===== config.mk =====
export PLATFORM = sky130hd
export DESIGN_NAME = debounced_mode_led_pattern_controller_unit
export DESIGN_NICKNAME = d
export VERILOG_FILES = /design/src/hw/rtl/dmlp_pkg.sv /design/src/hw/rtl/debounced_mode_led_pattern_controller_unit.sv
export SDC_FILE = /design/constraint.sdc
export NUM_CORES = 1
export LEC_CHECK = 0
export BUFFER_PORTS_ARGS = -buffer_cell sky130_fd_sc_hd__buf_2
export CELL_PAD_IN_SITES_DETAIL_PLACEMENT = 1
export CELL_PAD_IN_SITES_GLOBAL_PLACEMENT = 2
export CORE_MARGIN = 2
export CORE_UTILIZATION = 36
export DETAILED_ROUTE_END_ITERATION = 10
export GPL_TIMING_DRIVEN = 1
export PLACE_DENSITY_LB_ADDON = 0.1
export SLEW_MARGIN = 10
export SYNTH_ARGS = -nofsm -noshare
export SYNTH_HDL_FRONTEND = slang
export SYNTH_SLANG_ARGS = --single-unit

===== constraint.sdc =====
create_clock -name clk -period 6.2 [get_ports clk]
set_input_delay 0.31 -clock clk [delete_from_list [all_inputs] [get_ports clk]]
set_output_delay 0.31 -clock clk [all_outputs]
set_load 0.01 [all_outputs]

===== src/hw/rtl/dmlp_pkg.sv =====
`timescale 1ns / 1ps

package dmlp_pkg;

  // Field widths.
  localparam int unsigned LightW   = 10;
  localparam int unsigned CountW   = 16;
  localparam int unsigned LedW     = 4;
  localparam int unsigned ModeW    = 2;
  localparam int unsigned CfgIdxW  = 2;
  localparam int unsigned CfgDataW = 16;
  localparam int unsigned InDataW  = 16;
  localparam int unsigned OutDataW = 8;

  // Register reset values.
  localparam logic [LightW-1:0] LightThresholdRst = 10'd100;
  localparam logic [CountW-1:0] DebounceMsRst     = 16'd50;
  localparam logic [CountW-1:0] BlinkPeriodMsRst  = 16'd1000;

  // Saturation value of the elapsed counters.
  localparam logic [CountW-1:0] CountMax = '1;

  // LED patterns.
  localparam logic [LedW-1:0] LedAllOff = 4'h0;
  localparam logic [LedW-1:0] LedAllOn  = 4'hF;
  localparam logic [LedW-1:0] LedAltOdd = 4'h5;
  localparam logic [LedW-1:0] LedAltEvn = 4'hA;

  // Configuration register indexes.
  typedef enum logic [CfgIdxW-1:0] {
    CFG_LIGHT_THRESHOLD = 2'd0,
    CFG_DEBOUNCE_MS     = 2'd1,
    CFG_BLINK_PERIOD_MS = 2'd2
  } cfg_idx_t;

  // Operating modes.
  typedef enum logic [ModeW-1:0] {
    MODE_STEADY = 2'd0,
    MODE_ALT    = 2'd1,
    MODE_BLINK  = 2'd2
  } mode_t;

endpackage


===== src/hw/rtl/debounced_mode_led_pattern_controller_unit.sv =====
`timescale 1ns / 1ps

// Debounced mode LED pattern controller.
// The input stream carries one millisecond tick per transaction: the raw
// button level and a ten-bit light sample. Every tick yields one result
// transaction with the latched LED pattern and the current mode.
// The button is debounced by a saturating tick counter; each new stable
// press steps the mode 0, 1, 2, 1, 2 and restarts the blink timer.
// The configuration channel writes the light threshold, the debounce length
// and the blink period; it is always ready and should be used while idle.
// A tick is captured in the input register, then the state update and result
// register are written once the result stage can advance. Throughput is one
// tick per cycle while the receiver does not stall.
// Reset clears both channels, all counters, the mode and the LEDs, and loads
// the register defaults. When the receiver stalls, the result is held and
// one more tick is taken into the input register; then in_tready drops.
module debounced_mode_led_pattern_controller_unit (
  input  logic                            clk,
  input  logic                            rst_n,
  // Input stream. tdata: [0] button_level, [10:1] light_sample, rest zero.
  input  logic                            in_tvalid,
  output logic                            in_tready,
  input  logic [dmlp_pkg::InDataW-1:0]    in_tdata,
  // Result stream. tdata: [3:0] led_pattern, [5:4] mode_now, rest zero.
  output logic                            out_tvalid,
  input  logic                            out_tready,
  output logic [dmlp_pkg::OutDataW-1:0]   out_tdata,
  // Configuration write channel.
  input  logic                            cfg_valid,
  output logic                            cfg_ready,
  input  logic [dmlp_pkg::CfgIdxW-1:0]    cfg_index,
  input  logic [dmlp_pkg::CfgDataW-1:0]   cfg_data
);

  import dmlp_pkg::*;

  // Configuration registers.
  logic [LightW-1:0] light_threshold_r;
  logic [CountW-1:0] debounce_ms_r;
  logic [CountW-1:0] blink_period_ms_r;

  // Input stage.
  logic              s1_valid_r;
  logic              s1_button_r;
  logic [LightW-1:0] s1_light_r;

  // Controller state.
  logic              prev_raw_r;
  logic              stable_button_r;
  logic [CountW-1:0] debounce_elapsed_r;
  mode_t             mode_r;
  logic              alt_phase_r;
  logic              blink_phase_r;
  logic [CountW-1:0] blink_elapsed_r;
  logic [LedW-1:0]   led_latch_r;

  // Result stage.
  logic              out_valid_r;

  // Next values.
  logic              stable_button_nxt;
  logic [CountW-1:0] debounce_elapsed_nxt;
  mode_t             mode_nxt;
  logic              alt_phase_nxt;
  logic              blink_phase_nxt;
  logic [CountW-1:0] blink_elapsed_nxt;
  logic [LedW-1:0]   led_latch_nxt;
  logic              press;

  // Handshake control.
  logic              advance;
  logic              s2_fire;
  logic              in_fire;
  logic              cfg_fire;

  assign advance   = !out_valid_r || out_tready;
  assign s2_fire   = s1_valid_r && advance;
  assign in_tready = !s1_valid_r || advance;
  assign in_fire   = in_tvalid && in_tready;
  assign cfg_ready = 1'b1;
  assign cfg_fire  = cfg_valid && cfg_ready;

  // Configuration writes; indexes beyond the list are ignored.
  always_ff @(posedge clk) begin
    if (!rst_n) begin
      light_threshold_r <= LightThresholdRst;
      debounce_ms_r     <= DebounceMsRst;
      blink_period_ms_r <= BlinkPeriodMsRst;
    end else if (cfg_fire) begin
      unique case (cfg_index)
        CFG_LIGHT_THRESHOLD: light_threshold_r <= cfg_data[LightW-1:0];
        CFG_DEBOUNCE_MS:     debounce_ms_r     <= cfg_data[CountW-1:0];
        CFG_BLINK_PERIOD_MS: blink_period_ms_r <= cfg_data[CountW-1:0];
        default: ;
      endcase
    end
  end

  // Input register.
  always_ff @(posedge clk) begin
    if (!rst_n) begin
      s1_valid_r <= 1'b0;
    end else if (in_fire) begin
      s1_valid_r <= 1'b1;
    end else if (s2_fire) begin
      s1_valid_r <= 1'b0;
    end
  end

  always_ff @(posedge clk) begin
    if (in_fire) begin
      s1_button_r <= in_tdata[0];
      s1_light_r  <= in_tdata[LightW:1];
    end
  end

  // Debounce, mode step and LED pattern for one tick.
  always_comb begin
    logic [CountW-1:0] deb_inc;
    logic [CountW-1:0] blink_inc;
    logic              rise;

    deb_inc   = (debounce_elapsed_r == CountMax) ? CountMax : debounce_elapsed_r + 1'b1;
    blink_inc = (blink_elapsed_r == CountMax) ? CountMax : blink_elapsed_r + 1'b1;

    // A change of the raw level restarts the debounce timer.
    debounce_elapsed_nxt = (s1_button_r != prev_raw_r) ? '0 : deb_inc;
    rise = (debounce_elapsed_nxt > debounce_ms_r) && (s1_button_r != stable_button_r);
    stable_button_nxt = rise ? s1_button_r : stable_button_r;
    press = rise && s1_button_r;

    // A new press steps the mode, clears the LEDs and the blink timer.
    mode_nxt          = mode_r;
    led_latch_nxt     = led_latch_r;
    blink_elapsed_nxt = blink_inc;
    if (press) begin
      unique case (mode_r)
        MODE_STEADY: mode_nxt = MODE_ALT;
        MODE_ALT:    mode_nxt = MODE_BLINK;
        default:     mode_nxt = MODE_ALT;
      endcase
      led_latch_nxt     = LedAllOff;
      blink_elapsed_nxt = '0;
    end

    // LED pattern, only while it is dark.
    alt_phase_nxt   = alt_phase_r;
    blink_phase_nxt = blink_phase_r;
    if (s1_light_r < light_threshold_r) begin
      unique case (mode_nxt)
        MODE_ALT: begin
          if (blink_elapsed_nxt > blink_period_ms_r) begin
            led_latch_nxt     = alt_phase_r ? LedAltOdd : LedAltEvn;
            alt_phase_nxt     = !alt_phase_r;
            blink_elapsed_nxt = '0;
          end
        end
        MODE_BLINK: begin
          if (blink_elapsed_nxt > blink_period_ms_r) begin
            led_latch_nxt     = blink_phase_r ? LedAllOn : LedAllOff;
            blink_phase_nxt   = !blink_phase_r;
            blink_elapsed_nxt = '0;
          end
        end
        default: led_latch_nxt = LedAllOn;
      endcase
    end else begin
      led_latch_nxt = LedAllOff;
    end
  end

  // State update, once per tick.
  always_ff @(posedge clk) begin
    if (!rst_n) begin
      prev_raw_r         <= 1'b0;
      stable_button_r    <= 1'b0;
      debounce_elapsed_r <= '0;
      mode_r             <= MODE_STEADY;
      alt_phase_r        <= 1'b0;
      blink_phase_r      <= 1'b0;
      blink_elapsed_r    <= '0;
      led_latch_r        <= LedAllOff;
    end else if (s2_fire) begin
      prev_raw_r         <= s1_button_r;
      stable_button_r    <= stable_button_nxt;
      debounce_elapsed_r <= debounce_elapsed_nxt;
      mode_r             <= mode_nxt;
      alt_phase_r        <= alt_phase_nxt;
      blink_phase_r      <= blink_phase_nxt;
      blink_elapsed_r    <= blink_elapsed_nxt;
      led_latch_r        <= led_latch_nxt;
    end
  end

  // Result valid flag.
  always_ff @(posedge clk) begin
    if (!rst_n) begin
      out_valid_r <= 1'b0;
    end else if (s2_fire) begin
      out_valid_r <= 1'b1;
    end else if (out_tready) begin
      out_valid_r <= 1'b0;
    end
  end

  assign out_tvalid = out_valid_r;
  assign out_tdata  = {{(OutDataW - ModeW - LedW){1'b0}}, mode_r, led_latch_r};

`ifndef ASSERT_OFF
  // The mode moves only when a tick is processed.
  a_mode_held: assert property (@(posedge clk) disable iff (!rst_n)
    !s2_fire |=> $stable(mode_r))
    else $error("mode changed without a processed tick");

  // After a press the LEDs are dark and the blink timer is restarted.
  a_press_clears: assert property (@(posedge clk) disable iff (!rst_n)
    s2_fire && press |=> led_latch_r == LedAllOff && blink_elapsed_r == '0)
    else $error("press did not clear LEDs and blink timer");

  // Input is refused only when both stages are full and the output stalls.
  a_ready_low: assert property (@(posedge clk) disable iff (!rst_n)
    !in_tready |-> s1_valid_r && out_valid_r && !out_tready)
    else $error("input refused with room in the pipeline");

  // A result appears only from a tick held in the input register.
  a_out_source: assert property (@(posedge clk) disable iff (!rst_n)
    $rose(out_valid_r) |-> $past(s1_valid_r))
    else $error("result without a registered tick");
`endif

endmodule


==> results.sh <==
export IMPL_outcome="completed"
export IMPL_die_h_um=128.7
export IMPL_drv_slew=0
export IMPL_overflow=0
export IMPL_fmax_mhz=177.5
export IMPL_async_reset_ff_share_pct=0
export IMPL_syn_cell_area_um2=5602
export IMPL_yosys_area_top_type="dfxtp_1"
export IMPL_ys_ff_latch=97
export IMPL_end_kind="register"
export IMPL_setup_violations=0
export IMPL_synth_area_top_cells="dfxtp_1, ha_1, nand2_1, a21boi_0, edfxtp_1"
export IMPL_powerDensity_nw_per_um2=209.9
export IMPL_synth_commonest_cells="nand2_1, dfxtp_1, inv_1"
export IMPL_crit_chain="ha_1 > nand4_1 > nor3_1 > nand4_1 > buf_4 > a21oi_1 > ha_1 > nand4_2 > or4_4 > nand3b_4 > a31oi_4 > a31oi_1 > ha_1 > a21o_1 > a21o_1 > a2111o_1 > a211o_1 > a211o_1 > buf_4 > o21ai_0"
export IMPL_path_class="register to register"
export IMPL_critPathSlowestCell="or4_4"
export IMPL_ys_seq_area_share_pct=36.63
export IMPL_n_antenna_cell=0
export IMPL_die_area_um2=16570
export IMPL_ys_types=59
export IMPL_cts_setup_buffers=0
export IMPL_grt_pass1_vias=4961
export IMPL_cp_arrival_ns=5.90
export IMPL_yosysMostFrequentCell="nand2_1"
export IMPL_crit_path_max_incr_delay_ns=0.59
export IMPL_crit_path_start_kind="register"
export IMPL_rsz0062_at_grt="no"
export IMPL_syn_instance_count=686
export IMPL_start_util_pct=36.85
export IMPL_drive_gt1_share_pct=13.08
export IMPL_ant_nets=0
export IMPL_drt_iter0_markers=197
export IMPL_cts_clk_slew_worst_paths_ns=0.07
export IMPL_cts_tree="done"
export IMPL_wl_per_cell_um=16.88
export IMPL_final_setup_tns_ns=0
export IMPL_num_io_pins=50
export IMPL_synth_flop_cell="dfxtp_1"
export IMPL_leakagePower_nw=2.598
export IMPL_grt_max_degree=76
export IMPL_peakVddDrop_uv=118.7
export IMPL_tightest_slew_ns=1.110
export IMPL_grt_antenna_before_repair=0
export IMPL_seq_area_um2=2052
export IMPL_period_share_pct=90.87
export IMPL_rows=45
export IMPL_finalClockSkew_ns=0.008196
export IMPL_port_buffers=41
export IMPL_cap_viol_max_count=0
export IMPL_clk_latency_ns=0.35
export IMPL_final_nets=813
export IMPL_routed_wirelength_um=15560
export IMPL_min_period_ns=5.634
export IMPL_vias_per_cell=5.311
export IMPL_vias=4897
export IMPL_grt_use_total_pct=19.90
export IMPL_finalHoldViolCount=0
export IMPL_cts_sinks=97
export IMPL_multi_input_area_um2=3233
export IMPL_maxSlewHeadroom_pct=25.73
export IMPL_cts_hold_buf=0
export IMPL_fill_cells=1868
export IMPL_dpl_hpwl_um=11830
export IMPL_syn_avg_cell_area_um2=8.166
export IMPL_cts_root_buf="clkbuf_16"
export IMPL_hp_class="input port to register"
export IMPL_core_area_um2=15200
export IMPL_finalPower_mw=1.338
export IMPL_cts_max_level=3
export IMPL_dieWidth_um=128.7
export IMPL_ctsResizeCount=0
export IMPL_area_growth_pct=13.83
export IMPL_cp_required_ns=6.47
export IMPL_gp_congestion=0.7829
export IMPL_synth_top_area_share_pct=30.73
export IMPL_clockBufferDepth=2
export IMPL_synth_edff_count=11
export IMPL_drc=0
export IMPL_path_common_cell="ha_1"
export IMPL_drtPass1Iterations=4
export IMPL_cp_max_fo=12
export IMPL_ys_warn_count=0
export IMPL_grt_first_pass_wirelength_um=25790
export IMPL_numCtsBuffers=9
[cells in the final DEF, fill, tap and decap left out, types with 11 or more instances in the layout]
cell / n
buf_4: 21
o211ai_1: 15
dfxtp_1: 86
xnor2_1: 12
nor2_1: 26
edfxtp_1: 11
buf_2: 41
a21o_1: 12
a21oi_1: 49
a21boi_0: 45
inv_1: 50
nand4_1: 11
nand2_1: 138
o21ai_0: 24
ha_1: 45
nand3_1: 21
[flip-flops by register name, summed over array words and instances, names as in the netlist]
register	flops
s1_valid_r	1
blink_period_ms_r	16
debounce_elapsed_r	16
s1_button_r	1
blink_elapsed_r	16
prev_raw_r	1
alt_phase_r	1
blink_phase_r	1
light_threshold_r	10
stable_button_r	1
s1_light_r	10
led_latch_r	4
debounce_ms_r	16
out_tvalid	1
mode_r	2
[critical path: cells and delay by family (launching register included)]
family,cells,cell delay (ns)
flip-flops,1,0.39
adder cells (fa/ha/maj),3,0.73
AO/OA/AOI/OAI,9,2.19
buffers and inverters,2,0.52
AND/OR/NAND/NOR,6,1.73
[through the flow]
stage	utilization, %	worst slack [ns]	area [um2]	hold slack (ns)	std cells
2_1_floorplan	-	0.8852	5605	0.4089	687
3_3_place_gp	40.07	0.6895	6091	0.4320	906
3_5_place_dp	40.07	0.5220	6091	0.4351	906
4_1_cts	41.94	0.5041	6376	0.1118	922
5_1_grt	41.94	0.02831	6376	0.1152	922
6_report	41.94	0.5661	6376	0.1291	922
[kinds of logic after synthesis]
logic type	count (synthesis)	share of synthesized area [%]
simple gates	254	21.62
compound gates	182	21.98
flops	97	36.63
buf+inv	82	5.763
fa+ha+maj	45	10.05
xor+xnor	21	3.284
mux	3	0.5361
other cells	2	0.1341
[metal layers]
| layer | track usage [%] | vias to the layer above | part of all wire [%] |
|---|---|---|---|
| met3 | 2.037 | 15 | 1.7 |
| met2 | 30.56 | 50 | 44 |
| met1 | 29.20 | 2367 | 53 |
| met4 | 6.714 | 0 | 1.7 |
| li1 | - | 2465 | - |
| met5 | 0 | - | 0 |
[power by group]
group / switching, mW / total [mW] / internal, mW
clock network: 0.274 / 0.554 / 0.280
logic: 0.0767 / 0.123 / 0.0462
registers: 0.00920 / 0.662 / 0.653
[final timing paths]
path / startpoint / depth (start not counted) / endpoint / slack, ns
hold / removal: in_tdata[6] / 1 / s1_light_r[5] / 0.13
setup / recovery: debounce_elapsed_r[0] / 20 / blink_elapsed_r[15] / 0.57
setup reg to reg: debounce_elapsed_r[0] / 20 / blink_elapsed_r[15] / 0.57
hold reg to reg: led_latch_r[3] / 1 / led_latch_r[3] / 0.45
[area by class of cell]
| cell class | count | share of cell area [%] |
|---|---|---|
| tap | 188 | 3.689 |
| clock buffer | 9 | 3.532 |
| multi-input combinational | 508 | 50.71 |
| sequential | 97 | 32.18 |
| clock inverter | 7 | 0.9419 |
| timing repair buffer | 63 | 6.005 |
| inverter | 50 | 2.943 |
Note: power is estimated with default switching activity, not from simulation.
